==> src/rtl/vector_magnitude_running_stats_top_defines.svh <==
// Assertion macros for the vector magnitude statistics block.
`ifndef VECTOR_MAGNITUDE_RUNNING_STATS_TOP_DEFINES_SVH
`define VECTOR_MAGNITUDE_RUNNING_STATS_TOP_DEFINES_SVH
`ifndef ASSERT_OFF
`define VMRS_ASSERT(label, clk, rst_n, prop) \
    label: assert property (@(posedge clk) disable iff (!rst_n) prop) \
        else $error("assertion failed");
`define VMRS_ASSERT_RST(label, clk, prop) \
    label: assert property (@(posedge clk) prop) else $error("assertion failed");
`else
`define VMRS_ASSERT(label, clk, rst_n, prop)
`define VMRS_ASSERT_RST(label, clk, prop)
`endif
`endif

==> src/rtl/vmrs_pkg.sv <==
`default_nettype none
package vmrs_pkg;
    localparam int unsigned RegCount = 5;
    localparam logic [2:0] REG_USE_FILTERED = 3'd0;
    localparam logic [2:0] REG_ENABLE_MEAN  = 3'd1;
    localparam logic [2:0] REG_ENABLE_RMS   = 3'd2;
    localparam logic [2:0] REG_ENABLE_PEAK  = 3'd3;
    localparam logic [2:0] REG_ENABLE_RATE  = 3'd4;
    localparam logic CMD_SAMPLE = 1'b0;
    localparam logic CMD_CLEAR  = 1'b1;
    localparam logic [16:0] RATE_NUMERATOR = 17'd100000;

    typedef struct packed {
        logic [15:0] magnitude;
        logic [15:0] mean_value;
        logic [15:0] rms_value;
        logic [15:0] peak_value;
        logic [16:0] rate_centihertz;
        logic [31:0] sample_total;
    } result_t;

    typedef struct packed {
        logic [2:0]  index;
        logic [31:0] data;
    } cfg_t;
endpackage
`default_nettype wire

==> src/rtl/vmrs_if.sv <==
`default_nettype none
interface vmrs_if #(
    parameter int unsigned PAYLOAD_BITS = 8
) ();
    logic                    valid;
    logic                    ready;
    logic [PAYLOAD_BITS-1:0] payload;
    modport source (output valid, output payload, input ready);
    modport sink (input valid, input payload, output ready);
endinterface
`default_nettype wire

==> src/rtl/vector_magnitude_running_stats_top.sv <==
// One sample item at a time. A sample is squared one component at a time,
// then passes through shared 64-bit restoring division and root-step logic:
// the magnitude root, the mean division, the rms division and its root and
// the rate division, in that order; a disabled statistic, or a zero count or
// interval, skips its stage. A clear item resets the statistics and goes
// straight to ST_OUT, which registers the result. The next item can be
// accepted in the cycle after the result is taken. Input payload packs, from
// the top, command, calibrated x/y/z, filtered x/y/z and time_ms; the result
// payload is vmrs_pkg::result_t. Configuration writes carry vmrs_pkg::cfg_t.
`default_nettype none
`include "vector_magnitude_running_stats_top_defines.svh"
module vector_magnitude_running_stats_top #(
    parameter int unsigned COMPONENT_BITS = 16,
    parameter int unsigned COUNT_BITS = 32
) (
    input  wire logic clk,
    input  wire logic rst_n,
    vmrs_if.sink      cfg,
    vmrs_if.sink      in_item,
    vmrs_if.source    out_item
);
    localparam int unsigned SqBits = 2 * COMPONENT_BITS + 2;
    localparam int unsigned MagBits = COMPONENT_BITS + 1;
    localparam int unsigned CB = COMPONENT_BITS;
    localparam logic [COUNT_BITS-1:0] CountMax = '1;

    typedef enum logic [3:0] {
        ST_IDLE, ST_SQ, ST_MAG, ST_MEAN_DIV, ST_RMS_DIV, ST_RMS_ROOT,
        ST_RATE_DIV, ST_OUT
    } state_t;

    state_t state_reg;
    logic use_filtered_reg, enable_mean_reg, enable_rms_reg;
    logic enable_peak_reg, enable_rate_reg;
    logic [COUNT_BITS-1:0] sample_counter_reg;
    logic [47:0] magnitude_sum_reg;
    logic [63:0] square_sum_reg;
    logic [15:0] peak_held_reg, mean_held_reg, rms_held_reg;
    logic [31:0] last_time_reg;
    logic [16:0] rate_held_reg;
    logic        out_valid_reg;
    vmrs_pkg::result_t out_reg;
    logic [CB-1:0] vx_reg, vy_reg, vz_reg;
    logic [1:0]    sq_step_reg;
    logic [SqBits-1:0] sq_acc_reg;
    logic [31:0]   now_reg;
    logic [63:0]   rem_reg, quo_reg, den_reg, work_reg;
    logic [6:0]    step_reg;
    logic [15:0]   mag_reg;

    logic [6*CB+32:0] in_pl;
    logic [CB-1:0] in_cx, in_cy, in_cz, in_fx, in_fy, in_fz;
    logic [31:0]   in_time;
    logic          in_cmd;
    assign in_pl   = in_item.payload;
    assign in_time = in_pl[31:0];
    assign in_fz   = in_pl[32 +: CB];
    assign in_fy   = in_pl[32 + CB +: CB];
    assign in_fx   = in_pl[32 + 2*CB +: CB];
    assign in_cz   = in_pl[32 + 3*CB +: CB];
    assign in_cy   = in_pl[32 + 4*CB +: CB];
    assign in_cx   = in_pl[32 + 5*CB +: CB];
    assign in_cmd  = in_pl[32 + 6*CB];

    vmrs_pkg::cfg_t cfg_w;
    assign cfg_w = cfg.payload;
    assign cfg.ready = 1'b1;
    assign in_item.ready = (state_reg == ST_IDLE) && !out_valid_reg;
    assign out_item.valid = out_valid_reg;
    assign out_item.payload = out_reg;

    // Shared unit: square of one component (mux), and restoring division or
    // root step on 64 bits.
    logic [CB-1:0] sq_sel, sq_abs;
    logic [2*CB-1:0] sq_prod;
    always_comb
    begin
        case (sq_step_reg)
            2'd0: sq_sel = vx_reg;
            2'd1: sq_sel = vy_reg;
            default: sq_sel = vz_reg;
        endcase
        sq_abs = sq_sel[CB-1] ? (~sq_sel + 1'b1) : sq_sel;
        sq_prod = sq_abs * sq_abs;
    end

    // Division step: shift remainder left with next dividend bit.
    logic [64:0] div_shift;
    logic [64:0] div_diff;
    assign div_shift = {rem_reg, work_reg[63]};
    assign div_diff  = div_shift - {1'b0, den_reg};
    // Root step: den_reg holds bit, quo_reg root, work_reg n.
    logic [64:0] root_try;
    assign root_try = {1'b0, quo_reg} + {1'b0, den_reg};

    logic [63:0] div_q;
    assign div_q = {quo_reg[62:0], ~div_diff[64]};
    logic [31:0] dt;
    assign dt = now_reg - last_time_reg;
    logic [63:0] cnt64;
    assign cnt64 = 64'(sample_counter_reg);

    always_ff @(posedge clk or negedge rst_n)
    begin
        if (!rst_n)
        begin
            state_reg <= ST_IDLE;
            use_filtered_reg <= 1'b1;
            enable_mean_reg <= 1'b1;
            enable_rms_reg <= 1'b1;
            enable_peak_reg <= 1'b1;
            enable_rate_reg <= 1'b1;
            sample_counter_reg <= '0;
            magnitude_sum_reg <= '0;
            square_sum_reg <= '0;
            peak_held_reg <= '0;
            mean_held_reg <= '0;
            rms_held_reg <= '0;
            last_time_reg <= '0;
            rate_held_reg <= '0;
            out_valid_reg <= 1'b0;
        end
        else
        begin
            if (cfg.valid)
            begin
                case (cfg_w.index)
                    vmrs_pkg::REG_USE_FILTERED: use_filtered_reg <= cfg_w.data[0];
                    vmrs_pkg::REG_ENABLE_MEAN:  enable_mean_reg <= cfg_w.data[0];
                    vmrs_pkg::REG_ENABLE_RMS:   enable_rms_reg <= cfg_w.data[0];
                    vmrs_pkg::REG_ENABLE_PEAK:  enable_peak_reg <= cfg_w.data[0];
                    vmrs_pkg::REG_ENABLE_RATE:  enable_rate_reg <= cfg_w.data[0];
                    default: ;
                endcase
            end
            if (out_item.valid && out_item.ready)
                out_valid_reg <= 1'b0;
            case (state_reg)
                ST_IDLE:
                begin
                    if (in_item.valid && !out_valid_reg)
                    begin
                        now_reg <= in_time;
                        if (in_cmd == vmrs_pkg::CMD_CLEAR)
                        begin
                            sample_counter_reg <= '0;
                            magnitude_sum_reg <= '0;
                            square_sum_reg <= '0;
                            peak_held_reg <= '0;
                            mean_held_reg <= '0;
                            rms_held_reg <= '0;
                            rate_held_reg <= '0;
                            last_time_reg <= in_time;
                            mag_reg <= '0;
                            state_reg <= ST_OUT;
                        end
                        else
                        begin
                            vx_reg <= use_filtered_reg ? in_fx : in_cx;
                            vy_reg <= use_filtered_reg ? in_fy : in_cy;
                            vz_reg <= use_filtered_reg ? in_fz : in_cz;
                            sq_step_reg <= 2'd0;
                            sq_acc_reg <= '0;
                            state_reg <= ST_SQ;
                        end
                    end
                end
                ST_SQ:
                begin
                    sq_acc_reg <= sq_acc_reg + SqBits'(sq_prod);
                    sq_step_reg <= sq_step_reg + 2'd1;
                    if (sq_step_reg == 2'd2)
                    begin
                        work_reg <= 64'(sq_acc_reg + SqBits'(sq_prod));
                        quo_reg <= '0;
                        den_reg <= 64'd1 << 62;
                        state_reg <= ST_MAG;
                    end
                end
                ST_MAG, ST_RMS_ROOT:
                begin
                    if (den_reg == 64'd0)
                    begin
                        if (state_reg == ST_MAG)
                        begin
                            mag_reg <= quo_reg[15:0];
                            if (sample_counter_reg != CountMax)
                                sample_counter_reg <= sample_counter_reg + 1'b1;
                            if (enable_peak_reg && quo_reg[15:0] > peak_held_reg)
                                peak_held_reg <= quo_reg[15:0];
                            if (enable_mean_reg && sample_counter_reg != CountMax)
                                magnitude_sum_reg <= magnitude_sum_reg
                                    + 48'(quo_reg[MagBits-1:0]);
                            if (enable_rms_reg && sample_counter_reg != CountMax)
                                square_sum_reg <= square_sum_reg
                                    + 64'(quo_reg[MagBits-1:0]) * 64'(quo_reg[MagBits-1:0]);
                            state_reg <= ST_MEAN_DIV;
                            step_reg <= '0;
                            rem_reg <= '0;
                            quo_reg <= '0;
                            work_reg <= '0;
                        end
                        else
                        begin
                            rms_held_reg <= quo_reg[15:0];
                            state_reg <= ST_RATE_DIV;
                            step_reg <= '0;
                            rem_reg <= '0;
                            quo_reg <= '0;
                        end
                    end
                    else if (!root_try[64] && work_reg >= root_try[63:0])
                    begin
                        work_reg <= work_reg - root_try[63:0];
                        quo_reg <= (quo_reg >> 1) + den_reg;
                        den_reg <= den_reg >> 2;
                    end
                    else
                    begin
                        quo_reg <= quo_reg >> 1;
                        den_reg <= den_reg >> 2;
                    end
                end
                ST_MEAN_DIV, ST_RMS_DIV, ST_RATE_DIV:
                begin
                    if (step_reg == 7'd0)
                    begin
                        step_reg <= 7'd1;
                        rem_reg <= '0;
                        quo_reg <= '0;
                        if (state_reg == ST_MEAN_DIV)
                        begin
                            work_reg <= 64'(magnitude_sum_reg);
                            den_reg <= cnt64;
                            if (!enable_mean_reg || cnt64 == 0)
                            begin
                                state_reg <= ST_RMS_DIV;
                                step_reg <= '0;
                            end
                        end
                        else if (state_reg == ST_RMS_DIV)
                        begin
                            work_reg <= square_sum_reg;
                            den_reg <= cnt64;
                            if (!enable_rms_reg || cnt64 == 0)
                            begin
                                state_reg <= ST_RATE_DIV;
                                step_reg <= '0;
                            end
                        end
                        else
                        begin
                            work_reg <= {32'(vmrs_pkg::RATE_NUMERATOR), 32'd0};
                            den_reg <= 64'(dt);
                            if (!enable_rate_reg)
                                state_reg <= ST_OUT;
                            else if (dt == 0)
                            begin
                                last_time_reg <= now_reg;
                                state_reg <= ST_OUT;
                            end
                        end
                    end
                    else
                    begin
                        rem_reg <= div_diff[64] ? div_shift[63:0] : div_diff[63:0];
                        quo_reg <= div_q;
                        work_reg <= work_reg << 1;
                        step_reg <= step_reg + 1'b1;
                        if (state_reg == ST_RATE_DIV ? step_reg == 7'd32
                                                     : step_reg == 7'd64)
                        begin
                            step_reg <= '0;
                            if (state_reg == ST_MEAN_DIV)
                            begin
                                mean_held_reg <= div_q[15:0];
                                state_reg <= ST_RMS_DIV;
                            end
                            else if (state_reg == ST_RMS_DIV)
                            begin
                                work_reg <= div_q;
                                quo_reg <= '0;
                                den_reg <= 64'd1 << 62;
                                state_reg <= ST_RMS_ROOT;
                            end
                            else
                            begin
                                rate_held_reg <= div_q[16:0];
                                last_time_reg <= now_reg;
                                state_reg <= ST_OUT;
                            end
                        end
                    end
                end
                ST_OUT:
                begin
                    out_reg.magnitude <= mag_reg;
                    out_reg.mean_value <= mean_held_reg;
                    out_reg.rms_value <= rms_held_reg;
                    out_reg.peak_value <= peak_held_reg;
                    out_reg.rate_centihertz <= rate_held_reg;
                    out_reg.sample_total <= 32'(sample_counter_reg);
                    out_valid_reg <= 1'b1;
                    state_reg <= ST_IDLE;
                end
                default: state_reg <= ST_IDLE;
            endcase
        end
    end

    `VMRS_ASSERT(a_busy_not_ready, clk, rst_n,
        (state_reg != ST_IDLE) |-> !in_item.ready)
    `VMRS_ASSERT(a_out_after_done, clk, rst_n,
        $rose(out_valid_reg) |-> $past(state_reg == ST_OUT))
    `VMRS_ASSERT(a_count_bounded, clk, rst_n,
        (state_reg == ST_IDLE) |=> (sample_counter_reg == $past(sample_counter_reg)
            || sample_counter_reg == '0))
    `VMRS_ASSERT_RST(a_reset_idle, clk, !rst_n |-> state_reg == ST_IDLE)
endmodule
`default_nettype wire

==> src/flat_wrapper.sv <==
// flat-port wrapper written by rule: the top's interface ports become plain ports
module vector_magnitude_running_stats_top_flat 
#(
    parameter int unsigned COMPONENT_BITS = 16,
    parameter int unsigned COUNT_BITS = 32
)
  (clk, rst_n, cfg_valid, cfg_payload, cfg_ready, in_item_valid, in_item_payload, in_item_ready, out_item_valid, out_item_payload, out_item_ready);
  vmrs_if #(.PAYLOAD_BITS(35)) cfg_i ();
  vmrs_if #(.PAYLOAD_BITS((129))) in_item_i ();
  vmrs_if #(.PAYLOAD_BITS($bits(vmrs_pkg::result_t))) out_item_i ();
  input  wire logic clk;
  input  wire logic rst_n;
  input wire logic [$bits(cfg_i.valid)-1:0] cfg_valid;
  input wire logic [$bits(cfg_i.payload)-1:0] cfg_payload;
  output wire logic [$bits(cfg_i.ready)-1:0] cfg_ready;
  input wire logic [$bits(in_item_i.valid)-1:0] in_item_valid;
  input wire logic [$bits(in_item_i.payload)-1:0] in_item_payload;
  output wire logic [$bits(in_item_i.ready)-1:0] in_item_ready;
  output wire logic [$bits(out_item_i.valid)-1:0] out_item_valid;
  output wire logic [$bits(out_item_i.payload)-1:0] out_item_payload;
  input wire logic [$bits(out_item_i.ready)-1:0] out_item_ready;
  assign cfg_i.valid = cfg_valid;
  assign cfg_i.payload = cfg_payload;
  assign cfg_ready = cfg_i.ready;
  assign in_item_i.valid = in_item_valid;
  assign in_item_i.payload = in_item_payload;
  assign in_item_ready = in_item_i.ready;
  assign out_item_valid = out_item_i.valid;
  assign out_item_payload = out_item_i.payload;
  assign out_item_i.ready = out_item_ready;
  vector_magnitude_running_stats_top #(.COMPONENT_BITS(COMPONENT_BITS), .COUNT_BITS(COUNT_BITS)) u_core (.clk(clk), .rst_n(rst_n), .cfg(cfg_i), .in_item(in_item_i), .out_item(out_item_i));
endmodule
==> config.mk <==
export PLATFORM = sky130hd
export DESIGN_NAME = vector_magnitude_running_stats_top_flat
export DESIGN_NICKNAME = d
export VERILOG_FILES = /design/src/rtl/vmrs_pkg.sv /design/src/rtl/vmrs_if.sv /design/src/rtl/vector_magnitude_running_stats_top.sv /design/src/flat_wrapper.sv
export VERILOG_INCLUDE_DIRS = /design/src /design/src/rtl
export SDC_FILE = /design/constraint.sdc
export NUM_CORES = 2
export LEC_CHECK = 0
export BUFFER_PORTS_ARGS = -buffer_cell sky130_fd_sc_hd__buf_2
export CAP_MARGIN = 20
export CORE_UTILIZATION = 60
export CTS_CLUSTER_SIZE = 25
export DETAILED_ROUTE_END_ITERATION = 10
export PLACE_DENSITY = 0.79
export SKIP_LAST_GASP = 1
export SYNTH_ARGS = -nofsm -noshare
export SYNTH_HDL_FRONTEND = slang
export SYNTH_SLANG_ARGS = --single-unit
==> constraint.sdc <==
create_clock -name clk -period 14.2 [get_ports clk]
set_input_delay 2.13 -clock clk [delete_from_list [all_inputs] [get_ports clk]]
set_output_delay 2.13 -clock clk [all_outputs]
set_load 0.01 [all_outputs]
==> out/results.tsv <==
metric	value	unit
ranking of synthesized cells by area	edfxtp_1 (22%), fa_1 (12%), ha_1 (9.9%)	
first-pass GRT wire length	298000	um
Ys Warns	0	
port buffer count	252	
Hold EP	u_core.out_item.payload[106]	
synthesis-stage register bit count	742	
endpoints failing setup	0	
Die Area	111000	um^2
Area growth, synth to finish	8.94	%
hold-critical path depth	0	
post-synthesis cell count	7147	
placed cells	8593	
routed via count	55300	
Final Slew Violations	0	
Die X	334	um
number of max-cap violations	0	
number of top-level pins	285	
RR Endpoint	u_core.work_reg[33]	
RSZ-0062 raised after global routing	no	
Top delay family on crit path	adder cells	
deepest clock path buffer count	3	
R2R cell count	43	
core footprint	109000	um^2
xor-xnor portion of the synthesized cell area	5.91	%
largest family of logic cells by synthesized area	adder cells	
Final TNS setup	0	ns
crit path max-delay cell type	xor2_1	
final wirelength	189000	um
Top FF cell, synth	edfxtp_1	
Netlist cell types	92	
Hold/Removal Path Class	reg -> reg	
worst-path maximum fanout	17	
post-synthesis adder-cell area fraction	21.8	%
post-synthesis cell area	65900	um^2
mux share of post-synthesis cell area	2.28	%
Initial Util	60.6	%
initial antenna violation count	2	
leading area contributor after synthesis	edfxtp_1	
Total GRT Usage	33.8	%
DP HPWL	138000	um
final std cells w/o fill	8760	
fmax	79.9	MHz
Final Hold Viols	0	
worst r2r src	u_core.sq_step_reg[0]	
largest net degree at the start of global routing	86	
via-per-instance ratio	6.31	
Seq/Total Area, Yosys	31.9	%
CTS tree	yes	
# hold bufs at CTS	0	
Final GP Congestion	0.969	
clock transition at the registers of the reported paths	0.07	ns
later-pin clock latency in the skew report	0.71	ns
Synth Area in Compound Gates	16.8	%
Die Y	334	um
fin crit period	12.51	ns
WP buf/inv	7	
Crit. End Element	flip-flop	
layout cells sized above 1	8.61	%
area share of the largest cell type after synthesis	22.4	%
syn avg cell area	9.23	um^2
max reg flops	113	
hold wc startpoint	u_core.mag_reg[9]	
Sink Count	742	
Avg WL per Cell	21.5	um
part of the cycle the worst path needs	88.1	%
Antenna Violating Nets Remaining	0	
Register Area	21000	um^2
post-CTS sizing	0	
DRT Pass-1 Iters	8	
Multi-input gate area	41200	um^2
most frequent cells in the layout	inv_1 (734), nand2_1 (712), nor2_1 (534), ha_1 (523), edfxtp_1 (492)	
TritonCTS Buffers	86	
Slew @ Worst Pin	1.19	ns
Worst path max stage delay	0.79	ns
First DRT Iteration DRCs	5876	
Crit path required time	14.59	ns
crit path from	u_core.sq_step_reg[0]	
Worst Path Arrival	12.90	ns
site row count	121	
WS Path Type	reg -> reg	
Clock Skews	0.0679	ns
Layout Nets	8354	
CTS root buf	clkbuf_16	
most common cell after layout, fill and taps aside	inv_1	
reg2reg setup slack	1.69	ns
stages on the worst setup path	43	
Post-synth EDFFs	492	
H-tree depth	3	
Simple-Gate Fraction of Synth Area	15.3	%
vias in the first global route	54600	
relative slew slack	20.0	%
Setup Fix Bufs, Post-CTS	0	
Remaining Overflow, GRT	0	
Fill cells	8621	
# DRC	0	
FFs w/ async S/R, synth	33.7	%
status	finished clean	
nature of the critical path startpoint	flip-flop	
[worst reg2reg max path: cells and delay by family, from the launching register on]
family / cells / cell delay [ns]
adders and majority gates: 10 / 4.21
AOI/OAI and AO/OA: 16 / 3.82
and+or+nand+nor: 7 / 1.51
xor gates and xnor gates: 3 / 1.19
buffers and inverters: 7 / 1.16
DFF: 1 / 0.38
[how the worst max path moves through the flow]
stage | end | slack [ns]
floorplan | u_core.work_reg[0] | 3.53
global placement | u_core.work_reg[33] | 2.04
detailed placement | u_core.work_reg[33] | 1.88
CTS | u_core.work_reg[33] | 1.83
global route | u_core.work_reg[33] | 1.03
finish | u_core.work_reg[33] | 1.69
[synthesized netlist by cell type (all sizes together) (171+ instances only)]
| cell type | instances |
|---|---|
| dfrtp | 245 |
| xor2 | 201 |
| ha | 523 |
| a21oi | 464 |
| a21o | 171 |
| nand2 | 714 |
| fa | 391 |
| xnor2 | 244 |
| inv | 735 |
| edfxtp | 492 |
| clkbuf | 286 |
| o21ai | 440 |
| nor2 | 546 |
[layout make-up]
class / instances / share of cell area [%]
Antenna cell: 2 / 0.00697
Clock buffer: 109 / 3.30
Clock inverter: 52 / 1.02
Inverter: 740 / 3.87
Multi-Input combinational cell: 5359 / 57.3
Sequential cell: 742 / 29.3
Tap cell: 1414 / 2.46
Timing Repair Buffer: 342 / 2.77
[metrics by stage]
stage	util (%)	cell area [um^2]	worst slack, ns	hold WS, ns
3_3_place_gp	63.1	68600	2.04	0.402
2_1_floorplan	-	66000	3.53	0.400
6_report	66.0	71800	1.69	0.417
3_5_place_dp	63.1	68700	1.88	0.405
4_1_cts	65.9	71800	1.83	0.419
5_1_grt	66.0	71800	1.03	0.425
[logic make-up (layout without fill, tap and decap cells)]
group | Yosys count | count (layout)
DFF | 742 | 742
other | 2 | 14
buffers and inverters | 1056 | 1243
AOI/OAI and AO/OA | 1722 | 1722
and+or+nand+nor | 2122 | 2122
xor gates and xnor gates | 445 | 445
adders and majority gates | 915 | 915
muxes | 143 | 143
[per-layer routing]
metal / GRT usage [%] / vias to the layer above / wire length (um)
met3: 5.20 / 496 / 16100
met2: 54.3 / 2463 / 86700
met5: 0 / - / 13
met4: 16.2 / 2 / 9660
met1: 44.8 / 27000 / 76400
li1: - / 25400 / -
Power is not shown: default switching activity piles up to over one toggle a cycle in this logic, so the estimate is an artifact.
